### src/hdl/msfb_pkg.sv
// ---------------------------------------------------------------------------
// msfb_pkg: shared types and constants of the Modbus speed frame builder
// Drive-type codes, the queue entry type, frame byte tables and the CRC step.
// ---------------------------------------------------------------------------
package msfb_pkg;

   // drive-type register codes
   localparam logic [1:0] DRIVE_SINGLE_FA = 2'd0;
   localparam logic [1:0] DRIVE_SINGLE_20 = 2'd1;
   localparam logic [1:0] DRIVE_MULTI     = 2'd2;
   localparam logic [1:0] DRIVE_NONE      = 2'd3;

   localparam logic [15:0] CRC_START = 16'hFFFF;
   localparam logic [15:0] CRC_POLY  = 16'hA001;

   // scaling by 16384/5000 = 2048/625 as floor((v * SCALE_MULT) >> SCALE_SHIFT),
   // exact for v below SCALE_LIMIT; at or above it the result saturates
   localparam int          SCALE_SHIFT = 25;
   localparam logic [26:0] SCALE_MULT  = 27'd109951163;
   localparam logic [15:0] SCALE_LIMIT = 16'd20000;

   localparam logic [3:0] LEN_SINGLE = 4'd6;
   localparam logic [3:0] LEN_MULTI  = 4'd11;

   typedef struct packed {
      logic [1:0]  drive;
      logic [15:0] word;
   } queue_entry_type;

   typedef struct packed {
      logic            valid;
      queue_entry_type entry;
   } queue_head_type;

   function automatic logic [3:0] data_len(input logic [1:0] drive);
      return (drive == DRIVE_MULTI) ? LEN_MULTI : LEN_SINGLE;
   endfunction

   function automatic logic [7:0] data_byte(input logic [1:0] drive, input logic [3:0] idx,
                                            input logic [15:0] word);
      logic [7:0] b;
      b = 8'h00;
      if (drive == DRIVE_MULTI) begin
         case (idx)
            4'd0:    b = 8'h01;
            4'd1:    b = 8'h10;
            4'd2:    b = 8'h00;
            4'd3:    b = 8'h63;
            4'd4:    b = 8'h00;
            4'd5:    b = 8'h02;
            4'd6:    b = 8'h04;
            4'd7:    b = 8'h04;
            4'd8:    b = 8'h7F;
            4'd9:    b = word[15:8];
            4'd10:   b = word[7:0];
            default: b = 8'h00;
         endcase
      end else begin
         case (idx)
            4'd0:    b = 8'h00;
            4'd1:    b = 8'h06;
            4'd2:    b = (drive == DRIVE_SINGLE_FA) ? 8'hFA : 8'h20;
            4'd3:    b = 8'h01;
            4'd4:    b = word[15:8];
            4'd5:    b = word[7:0];
            default: b = 8'h00;
         endcase
      end
      return b;
   endfunction

   // one byte of the reflected Modbus CRC-16
   function automatic logic [15:0] crc_update(input logic [15:0] crc, input logic [7:0] b);
      logic [15:0] c;
      c = crc ^ {8'h00, b};
      for (int i = 0; i < 8; i++) begin
         c = c[0] ? ((c >> 1) ^ CRC_POLY) : (c >> 1);
      end
      return c;
   endfunction

endpackage

### src/hdl/msfb_front.sv
// ---------------------------------------------------------------------------
// msfb_front: command intake
// Holds the drive-type register, classifies each command and scales it.
// ---------------------------------------------------------------------------
module msfb_front (
   input  logic                      clock,
   input  logic                      reset,
   input  logic                      csr_write_enable,
   input  logic [1:0]                csr_write_data,
   input  logic                      req_push,
   input  logic                      req_full,
   input  logic [15:0]               req_freq_command,
   output logic                      enq_valid,
   output msfb_pkg::queue_entry_type enq_entry
);

   logic [1:0]  drive_type_ff;
   logic [1:0]  drive_type_in;
   logic [41:0] product;
   logic [15:0] scaled;

   assign drive_type_in = csr_write_enable ? csr_write_data : drive_type_ff;

   always_ff @(posedge clock) begin
      if (reset) begin
         drive_type_ff <= msfb_pkg::DRIVE_SINGLE_FA;
      end else begin
         drive_type_ff <= drive_type_in;
      end
   end

   // reciprocal multiply; the queue entry registers the product
   assign product = {27'd0, req_freq_command[14:0]} * {15'd0, msfb_pkg::SCALE_MULT};

   always_comb begin
      if (req_freq_command >= msfb_pkg::SCALE_LIMIT) begin
         scaled = 16'hFFFF;
      end else begin
         scaled = product[msfb_pkg::SCALE_SHIFT +: 16];
      end
   end

   // drive type "none" is accepted but makes no frame
   assign enq_valid       = req_push && !req_full && (drive_type_ff != msfb_pkg::DRIVE_NONE);
   assign enq_entry.drive = drive_type_ff;
   assign enq_entry.word  = (drive_type_ff == msfb_pkg::DRIVE_MULTI) ? scaled : req_freq_command;

endmodule

### src/hdl/msfb_queue.sv
// ---------------------------------------------------------------------------
// msfb_queue: command queue
// Short register queue between intake and serializer.
// ---------------------------------------------------------------------------
module msfb_queue #(
   parameter int DEPTH = 2
) (
   input  logic                      clock,
   input  logic                      reset,
   input  logic                      enq_valid,
   input  msfb_pkg::queue_entry_type enq_entry,
   output logic                      full,
   input  logic                      deq,
   output msfb_pkg::queue_head_type  head
);

   localparam int PW = (DEPTH > 1) ? $clog2(DEPTH) : 1;
   localparam int CW = $clog2(DEPTH + 1);
   localparam logic [PW-1:0] LAST_PTR = PW'(DEPTH - 1);
   localparam logic [CW-1:0] FULL_CNT = CW'(DEPTH);

   msfb_pkg::queue_entry_type store_ff [DEPTH];
   logic [PW-1:0] wr_ptr_ff, wr_ptr_in;
   logic [PW-1:0] rd_ptr_ff, rd_ptr_in;
   logic [CW-1:0] count_ff, count_in;
   logic          do_enq, do_deq;

   assign full   = (count_ff == FULL_CNT);
   assign do_enq = enq_valid && !full;
   assign do_deq = deq && (count_ff != '0);

   always_comb begin
      wr_ptr_in = wr_ptr_ff;
      rd_ptr_in = rd_ptr_ff;
      count_in  = count_ff;
      if (do_enq) begin
         wr_ptr_in = (wr_ptr_ff == LAST_PTR) ? '0 : wr_ptr_ff + 1'b1;
      end
      if (do_deq) begin
         rd_ptr_in = (rd_ptr_ff == LAST_PTR) ? '0 : rd_ptr_ff + 1'b1;
      end
      if (do_enq && !do_deq) begin
         count_in = count_ff + 1'b1;
      end else if (do_deq && !do_enq) begin
         count_in = count_ff - 1'b1;
      end
   end

   always_ff @(posedge clock) begin
      if (reset) begin
         wr_ptr_ff <= '0;
         rd_ptr_ff <= '0;
         count_ff  <= '0;
      end else begin
         wr_ptr_ff <= wr_ptr_in;
         rd_ptr_ff <= rd_ptr_in;
         count_ff  <= count_in;
      end
   end

   always_ff @(posedge clock) begin
      if (do_enq) begin
         store_ff[wr_ptr_ff] <= enq_entry;
      end
   end

   assign head.valid = (count_ff != '0);
   assign head.entry = store_ff[rd_ptr_ff];

endmodule

### src/hdl/msfb_back.sv
// ---------------------------------------------------------------------------
// msfb_back: frame serializer
// Walks the head command's frame one byte a cycle while the output is not stalled, running the CRC alongside.
// ---------------------------------------------------------------------------
module msfb_back (
   input  logic                     clock,
   input  logic                     reset,
   input  msfb_pkg::queue_head_type head,
   output logic                     deq,
   output logic                     rsp_empty,
   input  logic                     rsp_pop,
   output logic [7:0]               rsp_frame_byte,
   output logic                     rsp_last_byte
);

   logic [3:0]  idx_ff, idx_in;
   logic [15:0] crc_ff, crc_in;
   logic        out_valid_ff, out_valid_in;
   logic [7:0]  out_byte_ff, out_byte_in;
   logic        out_last_ff, out_last_in;
   logic [3:0]  len;
   logic        advance;
   logic [7:0]  next_byte;
   logic        next_last;
   logic [15:0] next_crc;

   assign len     = msfb_pkg::data_len(head.entry.drive);
   assign advance = head.valid && (!out_valid_ff || rsp_pop);

   always_comb begin
      next_last = 1'b0;
      next_crc  = crc_ff;
      if (idx_ff < len) begin
         next_byte = msfb_pkg::data_byte(head.entry.drive, idx_ff, head.entry.word);
         next_crc  = msfb_pkg::crc_update(crc_ff, next_byte);
      end else if (idx_ff == len) begin
         next_byte = crc_ff[7:0];
      end else begin
         next_byte = crc_ff[15:8];
         next_last = 1'b1;
         next_crc  = msfb_pkg::CRC_START;
      end
   end

   always_comb begin
      idx_in       = idx_ff;
      crc_in       = crc_ff;
      out_valid_in = out_valid_ff && !rsp_pop;
      out_byte_in  = out_byte_ff;
      out_last_in  = out_last_ff;
      if (advance) begin
         idx_in       = next_last ? 4'd0 : idx_ff + 4'd1;
         crc_in       = next_crc;
         out_valid_in = 1'b1;
         out_byte_in  = next_byte;
         out_last_in  = next_last;
      end
   end

   always_ff @(posedge clock) begin
      if (reset) begin
         idx_ff       <= 4'd0;
         crc_ff       <= msfb_pkg::CRC_START;
         out_valid_ff <= 1'b0;
      end else begin
         idx_ff       <= idx_in;
         crc_ff       <= crc_in;
         out_valid_ff <= out_valid_in;
      end
   end

   always_ff @(posedge clock) begin
      out_byte_ff <= out_byte_in;
      out_last_ff <= out_last_in;
   end

   assign deq            = advance && next_last;
   assign rsp_empty      = !out_valid_ff;
   assign rsp_frame_byte = out_byte_ff;
   assign rsp_last_byte  = out_last_ff;

endmodule

### src/hdl/modbus_speed_frame_builder.sv
// ---------------------------------------------------------------------------
// modbus_speed_frame_builder: Modbus RTU speed write frame generator
// Turns a 16-bit frequency command into a CRC-terminated Modbus write frame.
// ---------------------------------------------------------------------------
// Usage:
//  - Input: queue-style push/full. Each accepted item is one freq_command.
//  - csr_write_enable/csr_write_data set the 2-bit drive type (reset 0):
//    0 -> 8-byte write to 0xFA01, 1 -> 8-byte write to 0x2001,
//    2 -> 13-byte multi write of the scaled value, 3 -> item dropped.
//    Write it only while no frame is pending.
//  - Output: queue-style empty/pop, one frame byte per item, rsp_last_byte
//    set on the CRC high byte.
//  - A command is registered in the queue, then its first byte in the output register.
//  - Output runs at one byte per cycle while rsp_pop keeps up, paced by
//    the serializer walking the frame through its single output register.
//  - A small command queue sits between intake and serializer; intake keeps
//    accepting until it fills (full raised), even while rsp_pop is low.
//  - A stalled output byte holds on the rsp_ ports until popped.
//  - Reset (synchronous) empties the queue and output, and drive type goes 0.
// ---------------------------------------------------------------------------
module modbus_speed_frame_builder #(
   parameter int QUEUE_DEPTH = 2
) (
   input  logic        clock,
   input  logic        reset,
   input  logic        req_push,
   output logic        req_full,
   input  logic [15:0] req_freq_command,
   output logic        rsp_empty,
   input  logic        rsp_pop,
   output logic [7:0]  rsp_frame_byte,
   output logic        rsp_last_byte,
   input  logic        csr_write_enable,
   input  logic [1:0]  csr_write_data
);

   logic                      enq_valid;
   msfb_pkg::queue_entry_type enq_entry;
   msfb_pkg::queue_head_type  head;
   logic                      deq;

   // intake: drive-type register, classification, scaling
   msfb_front u_front (
      .clock            (clock),
      .reset            (reset),
      .csr_write_enable (csr_write_enable),
      .csr_write_data   (csr_write_data),
      .req_push         (req_push),
      .req_full         (req_full),
      .req_freq_command (req_freq_command),
      .enq_valid        (enq_valid),
      .enq_entry        (enq_entry)
   );

   // decouples intake from serializer
   msfb_queue #(
      .DEPTH (QUEUE_DEPTH)
   ) u_queue (
      .clock     (clock),
      .reset     (reset),
      .enq_valid (enq_valid),
      .enq_entry (enq_entry),
      .full      (req_full),
      .deq       (deq),
      .head      (head)
   );

   // serializer: header bytes, payload, CRC low then high
   msfb_back u_back (
      .clock          (clock),
      .reset          (reset),
      .head           (head),
      .deq            (deq),
      .rsp_empty      (rsp_empty),
      .rsp_pop        (rsp_pop),
      .rsp_frame_byte (rsp_frame_byte),
      .rsp_last_byte  (rsp_last_byte)
   );

endmodule

### config.mk
export PLATFORM = sky130hd
export DESIGN_NAME = modbus_speed_frame_builder
export DESIGN_NICKNAME = d
export VERILOG_FILES = /design/src/hdl/msfb_pkg.sv /design/src/hdl/msfb_front.sv /design/src/hdl/msfb_queue.sv /design/src/hdl/msfb_back.sv /design/src/hdl/modbus_speed_frame_builder.sv
export SDC_FILE = /design/constraint.sdc
export NUM_CORES = 1
export LEC_CHECK = 0
export ABC_CLOCK_PERIOD_IN_PS = 6800
export BUFFER_PORTS_ARGS = -buffer_cell sky130_fd_sc_hd__buf_2
export CAP_MARGIN = 0
export CORE_ASPECT_RATIO = 1.1
export CORE_UTILIZATION = 45
export DETAILED_ROUTE_END_ITERATION = 7
export SYNTH_ARGS = -nofsm -noshare
export SYNTH_HDL_FRONTEND = slang
export SYNTH_HIERARCHICAL = 1
export SYNTH_SLANG_ARGS = --single-unit
### constraint.sdc
create_clock -name clock -period 6.8 [get_ports clock]
set_clock_uncertainty 0.1 [all_clocks]
set_input_delay 1.36 -clock clock [delete_from_list [all_inputs] [get_ports clock]]
set_output_delay 1.36 -clock clock [all_outputs]
set_load 0.02 [all_outputs]
==> run_summary.xml, run 1 <==
<?xml version="1.0" encoding="UTF-8"?>
<metrics>
  <group name="run_status">
    <metric name="run_status" unit="">finished, final reports clean</metric>
  </group>
  <group name="timing">
    <metric name="fmaxAchievable" unit="MHz">150</metric>
    <metric name="timing.slew.headroom" unit="%">38.6</metric>
    <metric name="finalSetupViolCount" unit="">0</metric>
    <metric name="final_report_max_slew_violation_count" unit="">0</metric>
    <metric name="period_share" unit="%">97.8</metric>
    <metric name="fin_crit" unit="ns">6.65</metric>
    <metric name="final-hold-violation-count" unit="">0</metric>
    <metric name="max_slew.worst_pin.slew" unit="ns">0.917</metric>
    <metric name="worst_hold_slack" unit="ns">0.403</metric>
  </group>
  <group name="synthesis">
    <metric name="synthAdderAreaFrac" unit="%">45.6</metric>
    <metric name="synth_area" unit="um2">10900</metric>
    <metric name="postSynth.asyncResetShare" unit="%">0</metric>
    <metric name="synth_area_leaders" unit="">fa_1, ha_1, edfxtp_1</metric>
    <metric name="synth-seq-cells" unit="">73</metric>
    <metric name="synthDominantAreaCellType" unit="">fa_1</metric>
    <metric name="muxShareOfSynthArea" unit="%">2.32</metric>
    <metric name="ys.warnings.count" unit="">6</metric>
    <metric name="synthDistinctLibCells" unit="">87</metric>
    <metric name="synth_nets" unit="">1432</metric>
    <metric name="per_instance_average_area_after_synthesis" unit="um2">9.89</metric>
    <metric name="synth_top_family_by_area" unit="">adder cells</metric>
    <metric name="yosys.area.top_type_share" unit="%">27.5</metric>
    <metric name="gate_count_post_synth" unit="">1102</metric>
    <metric name="synth_sequential_area_ratio" unit="%">17.5</metric>
    <metric name="synth-main-ff-cell" unit="">edfxtp_1</metric>
    <metric name="synth_compound_gate_area_share" unit="%">11.0</metric>
    <metric name="synth-edff-count" unit="">45</metric>
    <metric name="synth_simple_gate_area_share" unit="%">9.40</metric>
    <metric name="synthXorXnorAreaFrac" unit="%">3.91</metric>
  </group>
  <group name="final_layout">
    <metric name="fin_area" unit="um2">12700</metric>
    <metric name="final.fill_count" unit="">2135</metric>
    <metric name="insertedDiodeCount" unit="">0</metric>
    <metric name="layout.nets" unit="">1578</metric>
    <metric name="synthToLayoutAreaGrowth" unit="%">16.8</metric>
    <metric name="drive_gt1_share" unit="%">19.8</metric>
    <metric name="finalCoreUtilization" unit="%">53.7</metric>
  </group>
  <group name="drt">
    <metric name="route.detailed.wl_per_inst" unit="um">17.6</metric>
    <metric name="detail_route.drc_violations" unit="">0</metric>
    <metric name="drt_iter0_drc" unit="">364</metric>
    <metric name="drt.antenna.violating_nets" unit="">0</metric>
    <metric name="drt_pass1_iterations" unit="">6</metric>
    <metric name="viasPerCell" unit="">5.14</metric>
    <metric name="route.final.wire_length" unit="um">27400</metric>
    <metric name="route.vias.total" unit="">8009</metric>
  </group>
  <group name="worst_setup_path">
    <metric name="r2r_setup_slack" unit="ns">2.62</metric>
    <metric name="cp_capture_type" unit="">flip-flop</metric>
    <metric name="setup.worst_path.start_class" unit="">primary input</metric>
    <metric name="crit_path_max_fanout" unit="">4</metric>
    <metric name="r2r-end" unit="">u_queue/count_ff[1]</metric>
    <metric name="worst_path_dominant_cell_family" unit="">adder cells</metric>
    <metric name="critical_path_arrival" unit="ns">6.63</metric>
    <metric name="worst_path_max_stage_delay" unit="ns">0.55</metric>
    <metric name="crit_chain" unit="">buf_2 &gt; buf_4 &gt; ha_1 &gt; fa_1 &gt; fa_1 &gt; fa_1 &gt; fa_1 &gt; inv_1 &gt; fa_1 &gt; inv_1 &gt; ha_1 &gt; and3_4 &gt; nand4_1 &gt; o221a_4 &gt; o31ai_4 &gt; buf_4 &gt; a41oi_2 &gt; mux2i_1 &gt; a21oi_1</metric>
    <metric name="worstRegToRegCells" unit="">11</metric>
    <metric name="critical_path.slowest_cell" unit="">fa_1</metric>
    <metric name="worstPathBufferInverterCount" unit="">5</metric>
    <metric name="cpMostUsedCell" unit="">fa_1</metric>
    <metric name="worstSetupPathType" unit="">in2reg</metric>
    <metric name="worst_path_required_time" unit="ns">6.78</metric>
  </group>
  <group name="clocking">
    <metric name="cts_tree" unit="">built</metric>
    <metric name="cts_sink_count" unit="">73</metric>
    <metric name="cts.htree.levels" unit="">3</metric>
    <metric name="worst_setup_hold_path_clk_slew" unit="ns">0.06</metric>
    <metric name="clock_tree.root_cell" unit="">clkbuf_16</metric>
    <metric name="clk_path_buf_depth" unit="">2</metric>
    <metric name="ctsHoldBuffers" unit="">0</metric>
    <metric name="cts_made_buffers" unit="">9</metric>
    <metric name="clk_lat_worst_skew" unit="ns">0.34</metric>
  </group>
  <group name="place">
    <metric name="number_of_buffer_cells_added_on_primary_ports" unit="">33</metric>
    <metric name="placed_cell_area" unit="um2">12300</metric>
    <metric name="dp_hpwl" unit="um">23800</metric>
    <metric name="finalWeightedCongestion" unit="">0.956</metric>
  </group>
  <group name="worst_hold_path">
    <metric name="worst_hold_path.endpoint" unit="">u_queue/wr_ptr_ff</metric>
    <metric name="min_path_type" unit="">reg2reg</metric>
    <metric name="hold_path.startpoint" unit="">u_queue/wr_ptr_ff</metric>
    <metric name="hold_path_depth" unit="">2</metric>
  </group>
  <group name="global_route">
    <metric name="grt_antenna_before_repair" unit="">0</metric>
    <metric name="grt_start_max_net_pins" unit="">30</metric>
    <metric name="grt_overflow_total" unit="">0</metric>
    <metric name="grt_pass1_vias" unit="">8492</metric>
    <metric name="grt_pass1_wl" unit="um">43700</metric>
    <metric name="global_route.usage.total" unit="%">23.3</metric>
  </group>
  <group name="floorplan">
    <metric name="chipWidth" unit="um">150</metric>
    <metric name="die_area" unit="um2">24900</metric>
    <metric name="coreArea" unit="um2">23700</metric>
    <metric name="num_rows" unit="">59</metric>
    <metric name="ioPinCount" unit="">34</metric>
    <metric name="fp.dieH" unit="um">165</metric>
    <metric name="floorplan.initialDensity" unit="%">46.0</metric>
  </group>
  <group name="flow_run">
    <metric name="maxCapViolations" unit="">0</metric>
  </group>
</metrics>
layout make-up:
class | instances | area, um2 | share of cell area [%]
repair buffers | 160 | 1130 | 8.88
inverters | 262 | 983 | 7.72
clock inverters | 7 | 103 | 0.806
well taps | 305 | 382 | 3.00
multi-input cells | 742 | 8000 | 62.8
clock buffers | 9 | 225 | 1.77
flip-flops and latches | 73 | 1910 | 15.0
routing by layer:
layer	wire length [um]	track usage (%)	vias up
li1	-	-	3897
met1	11600	27.6	3946
met2	14300	43.7	136
met3	916	3.02	30
met4	617	6.52	0
met5	0	0	-
cell usage after synthesis, types with 3 or more instances:
master,n
clkbuf_1,11
edfxtp_1,45
o21ai_1,4
or3_1,4
a22oi_1,12
buf_2,6
a21o_1,12
xnor2_2,3
a31oi_1,4
o21ai_0,22
a21oi_1,39
o21bai_1,8
nor3_1,19
fa_1,150
ha_1,157
buf_6,4
nand2b_1,18
o21a_1,3
nor4_1,4
a211oi_1,6
inv_1,259
nand4_1,6
mux2i_1,5
nor2_1,57
nand2_1,62
xor2_1,13
o22ai_1,16
or2_2,5
xnor2_1,20
nor2b_1,4
mux2_2,18
nand3_1,11
dfxtp_1,28
cells in the final DEF, fill, tap and decap left out, drive strengths merged, types with 4 or more instances in the layout:
master,synthesis,layout
o21ai,26,26
xnor2,23,23
nand4,6,6
or3,4,4
nand2,62,62
nor3,20,20
fa,150,150
a211oi,7,7
clkbuf,12,9
mux2i,5,5
nand3,12,12
o21bai,8,8
mux2,18,18
nand2b,18,18
a31oi,5,5
nor2b,5,5
ha,157,157
buf,13,160
o22ai,17,17
inv,261,263
a22oi,13,13
dfxtp,28,28
a2111oi,5,5
a21oi,40,40
nor4,4,4
a21o,12,12
edfxtp,45,45
nor2,57,57
xor2,14,14
or2,5,5
state kept, by name, summed over array words and instances, names as in the netlist, named ones only:
name                   cells
u_back/out_valid_ff        1
u_queue/wr_ptr_ff          1
u_queue/rd_ptr_ff          1
u_back/rsp_frame_byte      8
u_queue/count_ff           2
u_back/idx_ff              4
u_back/rsp_last_byte       1
u_queue/store_ff          36
u_back/crc_ff             16
u_front/drive_type_ff      2
metrics by stage:
step / TNS (ns) / worst slack (ns) / cells
floorplan: 0 / 0.0946 / 1102
global placement: -4.24 / -0.241 / 1541
detailed placement: -5.80 / -0.323 / 1541
CTS: 0 / 0.0165 / 1557
global route: -0.0192 / -0.00982 / 1558
finish: 0 / 0.147 / 1558
worst min-delay path, stage by stage, from the launching register on:
cell and delay [ns]:
dfxtp_1 0.32, o21ai_0 0.07, a21oi_1 0.07
timing repair:
| action | CTS | global route |
|---|---|---|
| buffers inserted | 0 | 1 |
| gates resized for setup | 0 | 23 |
| setup endpoints to repair | 0 | 20 |
kinds of logic after synthesis:
kind of cell	Yosys count
simple gates	208
compound gates	164
xor+xnor	40
fa+ha+maj	307
mux	23
buf+inv	287
flops	73
worst max-delay path by stage:
| stage | depth (start not counted) | slack, ns | end | start |
|---|---|---|---|---|
| after global routing | 18 | -0.01 | u_queue/store_ff[1][10] | req_freq_command[12] |
| after detailed placement | 17 | -0.32 | u_queue/store_ff[1][10] | req_freq_command[9] |
| after floorplan | 19 | 0.09 | u_queue/store_ff[0][0] | req_freq_command[12] |
| after CTS | 17 | 0.02 | u_queue/store_ff[1][10] | req_freq_command[9] |
| after global placement | 17 | -0.24 | u_queue/store_ff[0][10] | req_freq_command[9] |
| final | 19 | 0.15 | u_queue/store_ff[1][14] | req_freq_command[12] |
Power of run 1 is left out: the tool's default activity adds up to more than one toggle a clock period on the data nets, which glitch-free logic cannot reach.
==> inputs of run 2 (changes only) <==
--- a/config.mk
+++ b/config.mk
@@ -11,6 +11,7 @@
 export CORE_ASPECT_RATIO = 1.1
 export CORE_UTILIZATION = 45
 export DETAILED_ROUTE_END_ITERATION = 7
+export RECOVER_POWER = 50
 export SYNTH_ARGS = -nofsm -noshare
 export SYNTH_HDL_FRONTEND = slang
 export SYNTH_HIERARCHICAL = 1
==> run_summary.xml, run 2 (synthesis gave the netlist of run 1 again) <==
<?xml version="1.0" encoding="UTF-8"?>
<metrics>
  <group name="run_status">
    <metric name="run_status" unit="">finished, final reports clean</metric>
  </group>
  <group name="drt">
    <metric name="drt.antenna.violating_nets" unit="">0</metric>
    <metric name="route.vias.total" unit="">8009</metric>
    <metric name="route.final.wire_length" unit="um">27400</metric>
    <metric name="route.detailed.wl_per_inst" unit="um">17.6</metric>
    <metric name="detail_route.drc_violations" unit="">0</metric>
    <metric name="drt_iter0_drc" unit="">364</metric>
    <metric name="viasPerCell" unit="">5.14</metric>
    <metric name="drt_pass1_iterations" unit="">5</metric>
  </group>
  <group name="clocking">
    <metric name="cts_made_buffers" unit="">9</metric>
    <metric name="cts.htree.levels" unit="">3</metric>
    <metric name="cts_tree" unit="">built</metric>
    <metric name="cts_sink_count" unit="">73</metric>
    <metric name="worst_setup_hold_path_clk_slew" unit="ns">0.06</metric>
    <metric name="clock_tree.root_cell" unit="">clkbuf_16</metric>
    <metric name="clk_lat_worst_skew" unit="ns">0.33</metric>
    <metric name="clk_path_buf_depth" unit="">2</metric>
    <metric name="ctsHoldBuffers" unit="">0</metric>
  </group>
  <group name="global_route">
    <metric name="grt_overflow_total" unit="">0</metric>
    <metric name="groute.layer.met3.usage" unit="%">3.02</metric>
    <metric name="busiest_layer_in_global_routing" unit="">met2</metric>
    <metric name="grt_pass1_wl" unit="um">43700</metric>
    <metric name="grt_pass1_vias" unit="">8492</metric>
    <metric name="met1_track_usage_gr" unit="%">27.6</metric>
    <metric name="grt.met2_usage" unit="%">43.7</metric>
    <metric name="grt_start_max_net_pins" unit="">30</metric>
    <metric name="grt_antenna_before_repair" unit="">0</metric>
    <metric name="global_route.usage.total" unit="%">23.3</metric>
  </group>
  <group name="final_layout">
    <metric name="insertedDiodeCount" unit="">0</metric>
    <metric name="synthToLayoutAreaGrowth" unit="%">16.6</metric>
    <metric name="drive_gt1_share" unit="%">18.8</metric>
    <metric name="most-common-layout-cells" unit="">inv_1, ha_1, fa_1, buf_4, nand2_1</metric>
    <metric name="layout.nets" unit="">1578</metric>
    <metric name="max_ffs_per_register" unit="">36</metric>
    <metric name="reg_with_most_ffs" unit="">u_queue/store_ff</metric>
    <metric name="mostFrequentLayoutCell" unit="">inv_1</metric>
  </group>
  <group name="floorplan">
    <metric name="fp.dieH" unit="um">165</metric>
    <metric name="num_rows" unit="">59</metric>
    <metric name="coreArea" unit="um2">23700</metric>
    <metric name="die_area" unit="um2">24900</metric>
    <metric name="ioPinCount" unit="">34</metric>
    <metric name="chipWidth" unit="um">150</metric>
    <metric name="floorplan.initialDensity" unit="%">46.0</metric>
  </group>
  <group name="place">
    <metric name="finalWeightedCongestion" unit="">0.956</metric>
    <metric name="number_of_buffer_cells_added_on_primary_ports" unit="">33</metric>
    <metric name="dp_hpwl" unit="um">23800</metric>
  </group>
  <group name="timing">
    <metric name="final-hold-violation-count" unit="">0</metric>
    <metric name="fmaxAchievable" unit="MHz">150</metric>
    <metric name="timing.slew.headroom" unit="%">15.7</metric>
    <metric name="fin_crit" unit="ns">6.66</metric>
    <metric name="final.setup.tns" unit="ns">0</metric>
    <metric name="max_slew.worst_pin.slew" unit="ns">1.26</metric>
    <metric name="finalSetupViolCount" unit="">0</metric>
    <metric name="final_report_max_slew_violation_count" unit="">0</metric>
    <metric name="period_share" unit="%">97.9</metric>
  </group>
  <group name="worst_setup_path">
    <metric name="cp_capture_type" unit="">flip-flop</metric>
    <metric name="worstSetupPathType" unit="">in2reg</metric>
    <metric name="worst_path_required_time" unit="ns">6.77</metric>
    <metric name="crit_path_max_fanout" unit="">4</metric>
    <metric name="critical_path_arrival" unit="ns">6.63</metric>
    <metric name="r2r_setup_slack" unit="ns">2.62</metric>
    <metric name="setup.worst_path.start_class" unit="">primary input</metric>
  </group>
  <group name="flow_run">
    <metric name="maxCapViolations" unit="">0</metric>
  </group>
  <group name="worst_hold_path">
    <metric name="min_path_type" unit="">reg2reg</metric>
  </group>
</metrics>
==> run 2: worst paths after layout <==
path	startpoint	endpoint	cells after the start
setup reg to reg	flip-flop	u_queue/count_ff[1]	11
hold / removal	u_queue/wr_ptr_ff	u_queue/wr_ptr_ff	2
setup / recovery	req_freq_command[12]	u_queue/store_ff[1][14]	19
hold reg to reg	u_queue/wr_ptr_ff	u_queue/wr_ptr_ff	2
==> run 2: per-layer routing <==
layer  vias up  wire length (um)
met4         0               618
met3        30               907
met5         -                 0
li1       3895                 -
met1      3944             11500
met2       140             14300
==> run 2: layout make-up <==
| cell class | instances | area, um2 |
|---|---|---|
| clock buffer | 9 | 225 |
| timing repair buffer | 160 | 1120 |
| tap | 305 | 382 |
| sequential | 73 | 1910 |
| fill | 2143 | 11000 |
| multi-input combinational | 742 | 7990 |
| clock inverter | 7 | 103 |
| inverter | 262 | 983 |
==> run 2: through the flow <==
stage	hold WS (ns)	util (%)	area, um2	setup slack (ns)	std cells
floorplan	0.352	-	10900	0.0946	1102
global placement	0.368	51.8	12300	-0.241	1541
detailed placement	0.395	51.8	12300	-0.323	1541
CTS	0.409	53.2	12600	0.0165	1557
global route	0.440	53.7	12700	-0.00982	1558
finish	0.403	53.7	12700	0.145	1558
==> run 2: repair_timing <==
item	CTS	global route
resized for setup	0	23
endpoints found under the hold margin	0	0
buffers inserted	0	1
setup endpoints to repair	0	20
==> run 2: worst max-delay path, stage by stage <==
cell	delay (ns)
buf_2	0.12
buf_4	0.14
ha_1	0.33
fa_1	0.52
fa_1	0.52
fa_1	0.52
fa_1	0.55
inv_1	0.07
fa_1	0.53
inv_1	0.04
ha_1	0.33
and3_4	0.20
nand4_1	0.14
o221a_4	0.34
o31ai_4	0.32
buf_4	0.18
a41oi_2	0.15
mux2i_1	0.17
a21oi_1	0.10
Power of run 2 is left out for the same reason.
